<file path="src/assert_macros.svh">
// Assertion macros used by the top-level RTL file of the array search tree block
`ifndef ASSERT_MACROS_SVH
`define ASSERT_MACROS_SVH

// Same-cycle implication, disabled while reset is low
`define ASSERT_IMPLIES(label, clk, rst_n, ante, cons) \
    label: assert property (@(posedge clk) disable iff (!rst_n) (ante) |-> (cons)) \
        else $error("implication check failed");

// Next-cycle implication, disabled while reset is low
`define ASSERT_NEXT(label, clk, rst_n, ante, cons) \
    label: assert property (@(posedge clk) disable iff (!rst_n) (ante) |=> (cons)) \
        else $error("next-cycle check failed");

`endif

</file>
<file path="src/abst_pkg.sv">
// Shared constants, codes and control types of the array search tree block
package abst_pkg;

    localparam int TREE_LEVELS_DEF = 10;
    localparam int KEY_W           = 32;
    localparam int MODE_W          = 2;
    localparam int STATUS_W        = 2;
    localparam int FIELD_W         = 10;
    localparam int RD_SEL_W        = 2;

    localparam logic [MODE_W-1:0] MODE_INSERT = 2'd0;
    localparam logic [MODE_W-1:0] MODE_SEARCH = 2'd1;
    localparam logic [MODE_W-1:0] MODE_COUNT  = 2'd2;

    localparam logic [STATUS_W-1:0] STATUS_OK    = 2'd0;
    localparam logic [STATUS_W-1:0] STATUS_FULL  = 2'd1;
    localparam logic [STATUS_W-1:0] STATUS_DEPTH = 2'd2;
    localparam logic [STATUS_W-1:0] STATUS_MISS  = 2'd3;

    localparam logic [RD_SEL_W-1:0] RD_ROOT = 2'd0;
    localparam logic [RD_SEL_W-1:0] RD_WALK = 2'd1;
    localparam logic [RD_SEL_W-1:0] RD_SCAN = 2'd2;

    typedef struct packed {
        logic                clear;
        logic [RD_SEL_W-1:0] rd_sel;
        logic                p_root;
        logic                p_advance;
        logic                wr_insert;
        logic                cnt_inc;
        logic                scan_start;
        logic                scan_run;
        logic                scan_flush;
        logic                res_load;
        logic [STATUS_W-1:0] res_status;
        logic                res_slot;
        logic                res_leaf;
        logic                out_load;
    } abst_cmd_t;

    typedef struct packed {
        logic node_valid;
        logic key_eq;
        logic next_over;
        logic full;
        logic scan_end;
        logic clr_last;
        logic out_busy;
    } abst_sts_t;

endpackage

</file>
<file path="src/abst_ctrl.sv">
// Controller state machine of the array search tree: clearing pass, walk, scan and hand-off
module abst_ctrl
    import abst_pkg::*;
(
    input  logic              clk,
    input  logic              rst_n,
    input  logic              in_valid,
    output logic              in_stall,
    input  logic [MODE_W-1:0] mode,
    input  abst_sts_t         sts,
    output abst_cmd_t         cmd
);

    localparam logic [2:0] ST_CLEAR = 3'd0;
    localparam logic [2:0] ST_IDLE  = 3'd1;
    localparam logic [2:0] ST_WALK  = 3'd2;
    localparam logic [2:0] ST_SCAN  = 3'd3;
    localparam logic [2:0] ST_FLUSH = 3'd4;
    localparam logic [2:0] ST_DONE  = 3'd5;

    logic [2:0]        state_reg;
    logic [2:0]        state_next;
    logic [MODE_W-1:0] mode_reg;
    logic [MODE_W-1:0] mode_next;
    logic              accept;

    assign in_stall = (state_reg != ST_IDLE);
    assign accept   = in_valid & ~in_stall;

    always_comb
    begin
        cmd        = '0;
        cmd.rd_sel = RD_ROOT;
        state_next = state_reg;
        mode_next  = accept ? mode : mode_reg;
        case (state_reg)
            ST_CLEAR:
            begin
                cmd.clear = 1'b1;
                if (sts.clr_last)
                begin
                    state_next = ST_IDLE;
                end
            end
            ST_IDLE:
            begin
                if (accept)
                begin
                    case (mode)
                        MODE_INSERT:
                        begin
                            if (sts.full)
                            begin
                                cmd.res_load   = 1'b1;
                                cmd.res_status = STATUS_FULL;
                                state_next     = ST_DONE;
                            end
                            else
                            begin
                                cmd.p_root = 1'b1;
                                state_next = ST_WALK;
                            end
                        end
                        MODE_SEARCH:
                        begin
                            cmd.p_root = 1'b1;
                            state_next = ST_WALK;
                        end
                        MODE_COUNT:
                        begin
                            cmd.scan_start = 1'b1;
                            state_next     = ST_SCAN;
                        end
                        default:
                        begin
                            cmd.res_load   = 1'b1;
                            cmd.res_status = STATUS_OK;
                            state_next     = ST_DONE;
                        end
                    endcase
                end
            end
            ST_WALK:
            begin
                cmd.rd_sel = RD_WALK;
                if (mode_reg == MODE_INSERT)
                begin
                    if (!sts.node_valid)
                    begin
                        cmd.wr_insert  = 1'b1;
                        cmd.cnt_inc    = 1'b1;
                        cmd.res_load   = 1'b1;
                        cmd.res_status = STATUS_OK;
                        cmd.res_slot   = 1'b1;
                        state_next     = ST_DONE;
                    end
                    else if (sts.next_over)
                    begin
                        cmd.res_load   = 1'b1;
                        cmd.res_status = STATUS_DEPTH;
                        state_next     = ST_DONE;
                    end
                    else
                    begin
                        cmd.p_advance = 1'b1;
                    end
                end
                else
                begin
                    if (sts.node_valid && sts.key_eq)
                    begin
                        cmd.res_load   = 1'b1;
                        cmd.res_status = STATUS_OK;
                        cmd.res_slot   = 1'b1;
                        state_next     = ST_DONE;
                    end
                    else if (!sts.node_valid || sts.next_over)
                    begin
                        cmd.res_load   = 1'b1;
                        cmd.res_status = STATUS_MISS;
                        state_next     = ST_DONE;
                    end
                    else
                    begin
                        cmd.p_advance = 1'b1;
                    end
                end
            end
            ST_SCAN:
            begin
                cmd.rd_sel   = RD_SCAN;
                cmd.scan_run = 1'b1;
                if (sts.scan_end)
                begin
                    state_next = ST_FLUSH;
                end
            end
            ST_FLUSH:
            begin
                cmd.scan_flush = 1'b1;
                cmd.res_load   = 1'b1;
                cmd.res_status = STATUS_OK;
                cmd.res_leaf   = 1'b1;
                state_next     = ST_DONE;
            end
            ST_DONE:
            begin
                if (!sts.out_busy)
                begin
                    cmd.out_load = 1'b1;
                    state_next   = ST_IDLE;
                end
            end
            default:
            begin
                state_next = ST_IDLE;
            end
        endcase
    end

    always_ff @(posedge clk or negedge rst_n)
    begin
        if (!rst_n)
        begin
            state_reg <= ST_CLEAR;
            mode_reg  <= MODE_INSERT;
        end
        else
        begin
            state_reg <= state_next;
            mode_reg  <= mode_next;
        end
    end

endmodule

</file>
<file path="config.mk">
export PLATFORM = sky130hd
export DESIGN_NAME = abst_ctrl
export DESIGN_NICKNAME = d
export VERILOG_FILES = /design/src/assert_macros.svh /design/src/abst_pkg.sv /design/src/abst_ctrl.sv
export SDC_FILE = /design/constraint.sdc
export NUM_CORES = 1
export LEC_CHECK = 0
export BUFFER_PORTS_ARGS = -buffer_cell sky130_fd_sc_hd__buf_4
export CAP_MARGIN = 20
export CORE_MARGIN = 2
export CORE_UTILIZATION = 25
export CTS_BUF_LIST = sky130_fd_sc_hd__clkbuf_16
export CTS_CLUSTER_SIZE = 14
export DETAILED_ROUTE_END_ITERATION = 8
export GPL_ROUTABILITY_DRIVEN = 0
export PLACE_DENSITY_LB_ADDON = 0.1
export SLEW_MARGIN = 20
export SYNTH_ARGS = -nofsm -noshare
export SYNTH_HDL_FRONTEND = slang
export SYNTH_SLANG_ARGS = --single-unit
</file>
<file path="constraint.sdc">
create_clock -name clk -period 3.3 [get_ports clk]
set_input_delay 0.99 -clock clk [delete_from_list [all_inputs] [get_ports clk]]
set_output_delay 0.99 -clock clk [all_outputs]
set_load 0.005 [all_outputs]
</file>
==> results of run 1 <==
cell usage after synthesis, types with 2 or more instances:
master    instances  area [um^2]
a21oi_1           4         20.0
and2_1            2         12.5
buf_2             2         10.0
buf_4             2         15.0
dfrtp_1           5          125
ha_1              4         50.1
inv_1             5         18.8
mux2_2            2         22.5
nand2_1           4         15.0
nand2b_1          3         18.8
nand3_1           2         10.0
nor2_1            6         22.5
nor2b_1           3         18.8
nor3_1            3         15.0
o21a_1            2         15.0
o21ai_0           3         15.0
routing by layer:
metal	up-vias	share of wire [%]	GRT usage, %
met2	18	46	18.2
met4	0	0	4.05
met1	249	47	14.2
li1	292	-	-
met3	0	6.8	1.79
met5	-	0	0
cell families after synthesis:
group | Yosys count
compound gates | 16
fa+ha+maj | 4
buf+inv | 10
flops | 5
simple gates | 28
mux | 4
how the worst min path moves through the flow:
stage / start / to / cells after the start / slack (ps)
final: rst_n / state_reg[1] / 1 / 560
after global routing: rst_n / state_reg[0] / 1 / 560
after CTS: rst_n / state_reg[0] / 1 / 560
after detailed placement: mode_reg[1] / mode_reg[1] / 1 / 590
after global placement: mode_reg[1] / mode_reg[1] / 1 / 590
after floorplan: mode_reg[1] / mode_reg[1] / 1 / 540
through the flow:
stage,instance area [um^2],hold slack (ps)
after global routing,838,563
after detailed placement,759,588
after floorplan,544,539
final,838,560
after CTS,838,560
after global placement,759,594
power breakdown:
| group | internal, mW | total, mW | switching [mW] |
|---|---|---|---|
| Clock | 0.156 | 0.191 | 0.0344 |
| Sequential | 0.0885 | 0.139 | 0.0508 |
| Combinational | 0.133 | 0.238 | 0.105 |
area by class of cell:
class                      count  share of cell area, %
clock inverter                 1                  0.448
multi-input combinational     52                   44.3
sequential                     5                   14.9
tap                           27                   4.03
inverter                       5                   2.24
timing repair buffer          28                   25.1
clock buffer                   3                   8.96
worst register-to-register path: stages, from the launching register on:
cell	delay (ps)
dfrtp_1	520
or3b_4	470
nor4b_4	330
a311oi_1	110
mux2_4	330
==> impl_metrics.csv, run 1 <==
group,metric,value,unit
outcome,status,"completed",
cells_and_area,post-route-util,41.9,%
logic_synthesis,synthMuxAreaShare,8.74,%
global_routing,antenna_found_initial,0,
clock_network,clk_pin_slew,30,ps
place,hpwl,1130,um
setup_path,cp_num_buf_inv,3,
cells_and_area,instances_no_fill,121,
logic_synthesis,yosys_warnings,0,
route,ant_nets,0,
clock_network,cts_tree,"built",
power,p_leak,0.429,nW
setup_path,crit_fanout,4,
global_routing,globalRouteOverflowTotal,0,
setup_path,crit_slowest_cell,"a221o_1",
timing,fin_ws,317,ps
logic_synthesis,synth-edff-count,0,
logic_synthesis,synth_top_family_by_area,"simple AND/OR/NAND/NOR gates",
setup_path,crit_cells,6,
power,total_power,568,uW
global_routing,grt_pass1_wl,2240,um
logic_synthesis,synth_simple_gate_area_share,30.8,%
global_routing,grt_pass1_vias,555,
clock_network,htree_levels,1,
place,dp_slack,319,ps
setup_path,arrival,1990,ps
timing,clock.fmax,0.335,GHz
floorplan,die_h,50.7,um
logic_synthesis,synth_cells,67,
cells_and_area,mostFrequentLayoutCell,"buf_4",
clock_network,cts_buffers,3,
timing,rsz0062_at_grt,"no",
setup_path,cp-start-kind,"input pin",
logic_synthesis,synth_ff_type,"dfrtp_1",
timing,relSlewSlack,77.0,%
place,port_buffers,28,
setup_path,rrSetupSlack,1420,ps
setup_path,cp-end-kind,"output port",
floorplan,io_pins,29,
cells_and_area,nNetsFinal,111,
logic_synthesis,synth_xor_area_share,0,%
cells_and_area,multi_input_area,372,um^2
flow_run,cap_viol_max_count,0,
route,drtIter0Drc,5,
setup_path,crit_start,"mode[0]",
global_routing,grt_start_max_net_pins,13,
floorplan,die_x,50.7,um
logic_synthesis,synth-compound-area-share,19.5,%
global_routing,grt_usage,11.0,%
timing,worst_pin_slew,343,ps
setup_path,r2r-start,"state_reg[1]",
setup_path,required,2310,ps
cells_and_area,most-common-layout-cells,"buf_4, nor2_1, inv_1",
logic_synthesis,synth_nets,83,
logic_synthesis,yosys.area_share.adder,9.20,%
setup_path,worst_path_most_repeated_cell,"buf_4",
setup_path,rr_worst_depth,4,
setup_path,critical_path_class,"input pin to output port",
clock_network,cts.path.max_buffers,2,
cells_and_area,seq_area,125,um^2
timing,post-route-period-util,90.4,%
cells_and_area,drive_gt1_share,38.3,%
cells_and_area,area_growth_syn_to_layout,54.0,%
cells_and_area,largest_reg_flops,3,
logic_synthesis,ys_types,31,
clock_network,postCtsResizedCells,0,
clock_network,cts.hold.buffers_added,0,
clock_network,cts.sinks,5,
clock_network,cts_setup_buffers,0,
route,remaining_drc_errors,0,
hold_path,hp-class,"input pin to async pin",
floorplan,die-area,2570,um^2
timing,finalMaxSlewViolations,0,
logic_synthesis,async_flop_share,100,%
timing,finalHoldViolations,0,
logic_synthesis,synth-seq-area-share,23.0,%
route,avgViaCountPerCell,4.62,
clock_network,clk_latency,220,ps
logic_synthesis,syn_area,544,um^2
clock_network,cts_root_buffer,"clkbuf_16",
route,routed_wl,1330,um
floorplan,initial_core_util,27.2,%
logic_synthesis,yosys_register_bits,5,
setup_path,critical-path-top-delay-family,"compound AO/OA/AOI/OAI gates",
route,wl_per_cell,11.0,um
floorplan,coreArea,2000,um^2
route,vias,559,
setup_path,crit_end,"cmd[5]",
timing,fin_crit,2980,ps
setup_path,crit_chain,"buf_4 -> inv_1 -> ha_1 -> a21o_1 -> a221o_1 -> buf_4",
route,drtPass1Iterations,2,
logic_synthesis,synth.avg_cell_area,8.12,um^2
cells_and_area,nFillCells,225,
setup_path,slowest_delay,310,ps
place,dp_cells,117,
timing,fin_worst_skew,0.404,ps
setup_path,reg2reg_to,"state_reg[1]",
timing,setup_viol,0,
floorplan,num_rows,16,
cells_and_area,antenna_cells,0,
timing,tns,0,ps
power,p_per_area,678,nW/um^2
power,vdd_drop_max,270,uV
Power figures use the tool's default switching activity.
==> inputs of run 2 (changes only) <==
CTS_BUF_LIST = sky130_fd_sc_hd__clkbuf_4 sky130_fd_sc_hd__clkbuf_8 sky130_fd_sc_hd__clkbuf_16   (was sky130_fd_sc_hd__clkbuf_16)
==> impl_metrics.csv, run 2 (same netlist as run 1, synthesis figures left out) <==
group,metric,value,unit
outcome,status,"completed",
cells_and_area,antenna_cells,0,
power,p_leak,0.406,nW
cells_and_area,most-common-layout-cells,"buf_4, nor2_1, inv_1, dfrtp_1",
route,vias,565,
hold_path,hp-class,"input pin to async pin",
floorplan,io_pins,29,
route,remaining_drc_errors,0,
floorplan,coreArea,2000,um^2
clock_network,clk_latency,240,ps
global_routing,grt_pass1_vias,562,
clock_network,htree_levels,1,
place,dpl_cell_area,759,um^2
setup_path,cp-start-kind,"input pin",
clock_network,postCtsResizedCells,0,
timing,tns,0,ps
timing,rsz0062_at_grt,"no",
power,switchingPower,178,uW
power,p_per_area,575,nW/um^2
timing,finalMaxSlewViolations,0,
setup_path,slowest_delay,310,ps
global_routing,globalRouteOverflowTotal,0,
cells_and_area,largest_reg_flops,3,
cells_and_area,final_area,790,um^2
route,drtIter0Drc,5,
setup_path,worst_path_most_repeated_cell,"buf_4",
setup_path,cp-end-kind,"output port",
clock_network,cts.hold.buffers_added,0,
cells_and_area,mostFrequentLayoutCell,"buf_4",
global_routing,grt_pass1_wl,2280,um
route,drtPass1Iterations,4,
route,ant_nets,0,
global_routing,grt_start_max_net_pins,13,
timing,worst_pin_slew,347,ps
flow_run,cap_viol_max_count,0,
timing,post-route-period-util,90.4,%
global_routing,antenna_found_initial,0,
timing,relSlewSlack,76.9,%
setup_path,reg2reg_to,"state_reg[1]",
global_routing,grt_usage,11.5,%
power,vdd_drop_max,204,uV
timing,setup_viol,0,
cells_and_area,nNetsFinal,111,
cells_and_area,drive_gt1_share,39.4,%
cells_and_area,area_growth_syn_to_layout,45.1,%
power,pwr-share-comb,52.5,%
power,clkPwrFrac,16.9,%
power,switching_share,39.3,%
setup_path,arrival,1990,ps
setup_path,r2r-start,"state_reg[1]",
setup_path,crit_end,"cmd[5]",
setup_path,crit_fanout,4,
timing,finalHoldViolations,0,
power,power_frac_seq,30.6,%
timing,fin_worst_skew,0.428,ps
place,port_buffers,28,
setup_path,crit_start,"mode[0]",
timing,clock.fmax,0.335,GHz
setup_path,critical_path_class,"input pin to output port",
timing,fin_crit,2980,ps
setup_path,crit_slowest_cell,"a221o_1",
floorplan,num_rows,16,
clock_network,cts.sinks,5,
floorplan,die_h,50.7,um
timing,hold_ws,543,ps
clock_network,cts.path.max_buffers,2,
clock_network,cts_buffers,3,
setup_path,rrSetupSlack,1430,ps
clock_network,cts_setup_buffers,0,
power,intPower,275,uW
clock_network,cts_root_buffer,"clkbuf_4",
setup_path,crit_chain,"buf_4 -> inv_1 -> ha_1 -> a21o_1 -> a221o_1 -> buf_4",
setup_path,required,2310,ps
setup_path,rr_worst_depth,4,
clock_network,clk_pin_slew,40,ps
route,avgViaCountPerCell,4.67,
clock_network,cts_tree,"built",
route,wl_per_cell,11.1,um
floorplan,die_x,50.7,um
floorplan,die-area,2570,um^2
route,routed_wl,1340,um
floorplan,initial_core_util,27.2,%
place,hpwl,1130,um
run 2: cell type report:
type,instances,area (um^2)
fillers,230,1210
flip-flops and latches,5,125
repair buffers,28,210
clock buffers,4,30.0
well taps,27,33.8
multi-input cells,52,372
inverters,5,18.8
run 2: how the worst min path moves through the flow:
stage / from / to / slack [ps]
final: rst_n / mode_reg[0] / 540
after global routing: rst_n / state_reg[1] / 540
after CTS: rst_n / state_reg[0] / 530
after detailed placement: mode_reg[1] / mode_reg[1] / 590
after global placement: mode_reg[1] / mode_reg[1] / 590
after floorplan: mode_reg[1] / mode_reg[1] / 540
run 2: power groups by stage:
stage | Sequential, mW | Combinational [mW] | Clock, mW
5_1_grt | 0.149 | 0.265 | 0.0839
3_3_place_gp | 0.142 | 0.244 | 0
2_1_floorplan | 0.111 | 0.175 | 0
3_5_place_dp | 0.140 | 0.241 | 0
6_report | 0.139 | 0.238 | 0.0768
4_1_cts | 0.139 | 0.243 | 0.0816
run 2: metrics by stage:
step / util [%] / power (mW) / worst slack (ps) / std cells
after floorplan: - / 0.286 / 590 / 67
after global placement: 37.9 / 0.386 / 318 / 117
after detailed placement: 37.9 / 0.381 / 319 / 117
after CTS: 39.4 / 0.464 / 314 / 121
after global routing: 39.4 / 0.498 / 257 / 121
final: 39.4 / 0.454 / 317 / 121
run 2: layer usage:
layer  routed length (um)  vias up  global-route usage, %
li1                     -      291                      -
met1                  602      250                   13.8
met2                  621       22                   18.6
met3                  103        2                   2.68
met4                   12        0                   6.76
met5                    0        -                      0
run 2: critical path, delay by kind of cell:
family | cells | cell delay, ps
AOI/OAI and AO/OA | 2 | 510
buffers and inverters | 3 | 280
adders and majority gates | 1 | 210
==> inputs of run 3 (changes only) <==
CTS_CLUSTER_DIAMETER = 100   (was unset)
clock period = 2.7 ns   (was 3.3 ns; I/O delays follow)
==> impl_metrics.csv, run 3 (same netlist as run 1, synthesis figures left out) <==
group,metric,value,unit
clock_network,postCtsResizedCells,0,
timing,finalMaxSlewViolations,0,
outcome,status,"completed",
setup_path,critical-path-top-delay-family,"compound AO/OA/AOI/OAI gates",
floorplan,die-area,2570,um^2
route,avgViaCountPerCell,4.66,
timing,clock.fmax,0.379,GHz
cells_and_area,most-common-layout-cells,"buf_4, nor2_1, inv_1, dfrtp_1",
global_routing,grt_pass1_wl,2380,um
route,routed_wl,1340,um
timing,tns,0,ps
timing,finalHoldViolations,0,
global_routing,grt_pass1_vias,561,
clock_network,clk_latency,230,ps
route,ant_nets,0,
floorplan,die_h,50.7,um
setup_path,cp-end-kind,"output port",
floorplan,initial_core_util,27.2,%
cells_and_area,nNetsFinal,112,
hold_path,hp-class,"input pin to async pin",
floorplan,num_rows,16,
place,dp_slack,52.4,ps
clock_network,cts_root_buffer,"clkbuf_4",
timing,rsz0062_at_grt,"no",
clock_network,cts_setup_buffers,0,
timing,setup_viol,0,
clock_network,cts.sinks,5,
timing,relSlewSlack,76.4,%
timing,fin_crit,2640,ps
power,total_power,563,uW
floorplan,die_x,50.7,um
power,p_leak,0.410,nW
power,vdd_drop_max,273,uV
setup_path,cp-start-kind,"input pin",
route,wl_per_cell,11.0,um
floorplan,coreArea,2000,um^2
global_routing,antenna_found_initial,0,
place,port_buffers,28,
route,drtPass1Iterations,3,
route,vias,569,
cells_and_area,largest_reg_flops,3,
setup_path,cp_num_buf_inv,3,
setup_path,worst_path_most_repeated_cell,"buf_4",
setup_path,crit_fanout,4,
floorplan,io_pins,29,
global_routing,grt_usage,12.1,%
clock_network,htree_levels,1,
route,drtIter0Drc,3,
clock_network,cts_buffers,3,
setup_path,crit_chain,"buf_4 -> inv_1 -> ha_1 -> a21o_1 -> a221o_1 -> buf_4",
place,hpwl,1140,um
clock_network,clk_pin_slew,40,ps
cells_and_area,area_growth_syn_to_layout,46.4,%
clock_network,cts.path.max_buffers,2,
cells_and_area,mostFrequentLayoutCell,"buf_4",
clock_network,cts.hold.buffers_added,0,
timing,post-route-period-util,97.8,%
cells_and_area,antenna_cells,0,
timing,fin_ws,58.1,ps
power,p_per_area,707,nW/um^2
clock_network,cts_tree,"built",
flow_run,cap_viol_max_count,0,
setup_path,arrival,1830,ps
global_routing,grt_start_max_net_pins,12,
route,remaining_drc_errors,0,
timing,fin_worst_skew,2.16,ps
timing,worst_pin_slew,352,ps
setup_path,required,1890,ps
cells_and_area,nFillCells,224,
setup_path,critical_path_class,"input pin to output port",
setup_path,slowest_delay,320,ps
cells_and_area,drive_gt1_share,40.0,%
setup_path,crit_slowest_cell,"a221o_1",
global_routing,globalRouteOverflowTotal,0,
-- run 3: cell types whose count changed in the layout (fill, tap and decap cells not counted) --
| cell | before | now |
|---|---|---|
| buf_4 | 28 | 29 |
-- run 3: final cells by class --
cell class / instances / area, um^2 / area share, %
clock buffer: 4 / 30.0 / 3.77
multi-input combinational: 52 / 372 / 46.6
sequential: 5 / 125 / 15.7
timing repair buffer: 29 / 218 / 27.3
tap: 27 / 33.8 / 4.24
inverter: 5 / 18.8 / 2.35
-- run 3: report_power, final --
group	switching, mW	leakage, nW	internal, mW
Combinational	0.144	0.332	0.169
Sequential	0.0490	0.0593	0.108
Clock	0.0269	0.0184	0.0656
Total	0.220	0.410	0.343
-- run 3: stage by stage --
stage / instances / util, % / hold WS, ps / area (um^2)
after global placement: 118 / 38.3 / 597 / 767
after global routing: 122 / 39.8 / 356 / 797
after floorplan: 67 / - / 514 / 544
final: 122 / 39.8 / 364 / 797
after CTS: 122 / 39.8 / 359 / 797
after detailed placement: 118 / 38.3 / 585 / 767
-- run 3: path summary, 6_finish.rpt --
path | startpoint | slack [ps] | cells past startpoint | to
max | mode[0] | 60 | 6 | cmd[5]
min | rst_n | 360 | 1 | state_reg[1]
max reg2reg | state_reg[1] | 820 | 4 | state_reg[1]
min reg2reg | mode_reg[1] | 590 | 1 | mode_reg[1]
max in group asynchronous | rst_n | 2230 | 1 | mode_reg[1]
min in group clk | mode_reg[1] | 590 | 1 | mode_reg[1]
-- run 3: routing by layer --
metal | track usage [%] | wire, um | share of wire [%]
met2 | 19.1 | 627 | 47
met1 | 15.2 | 633 | 47
met5 | 0 | 0 | 0
met3 | 3.27 | 84 | 6.3
met4 | 5.41 | 0 | 0
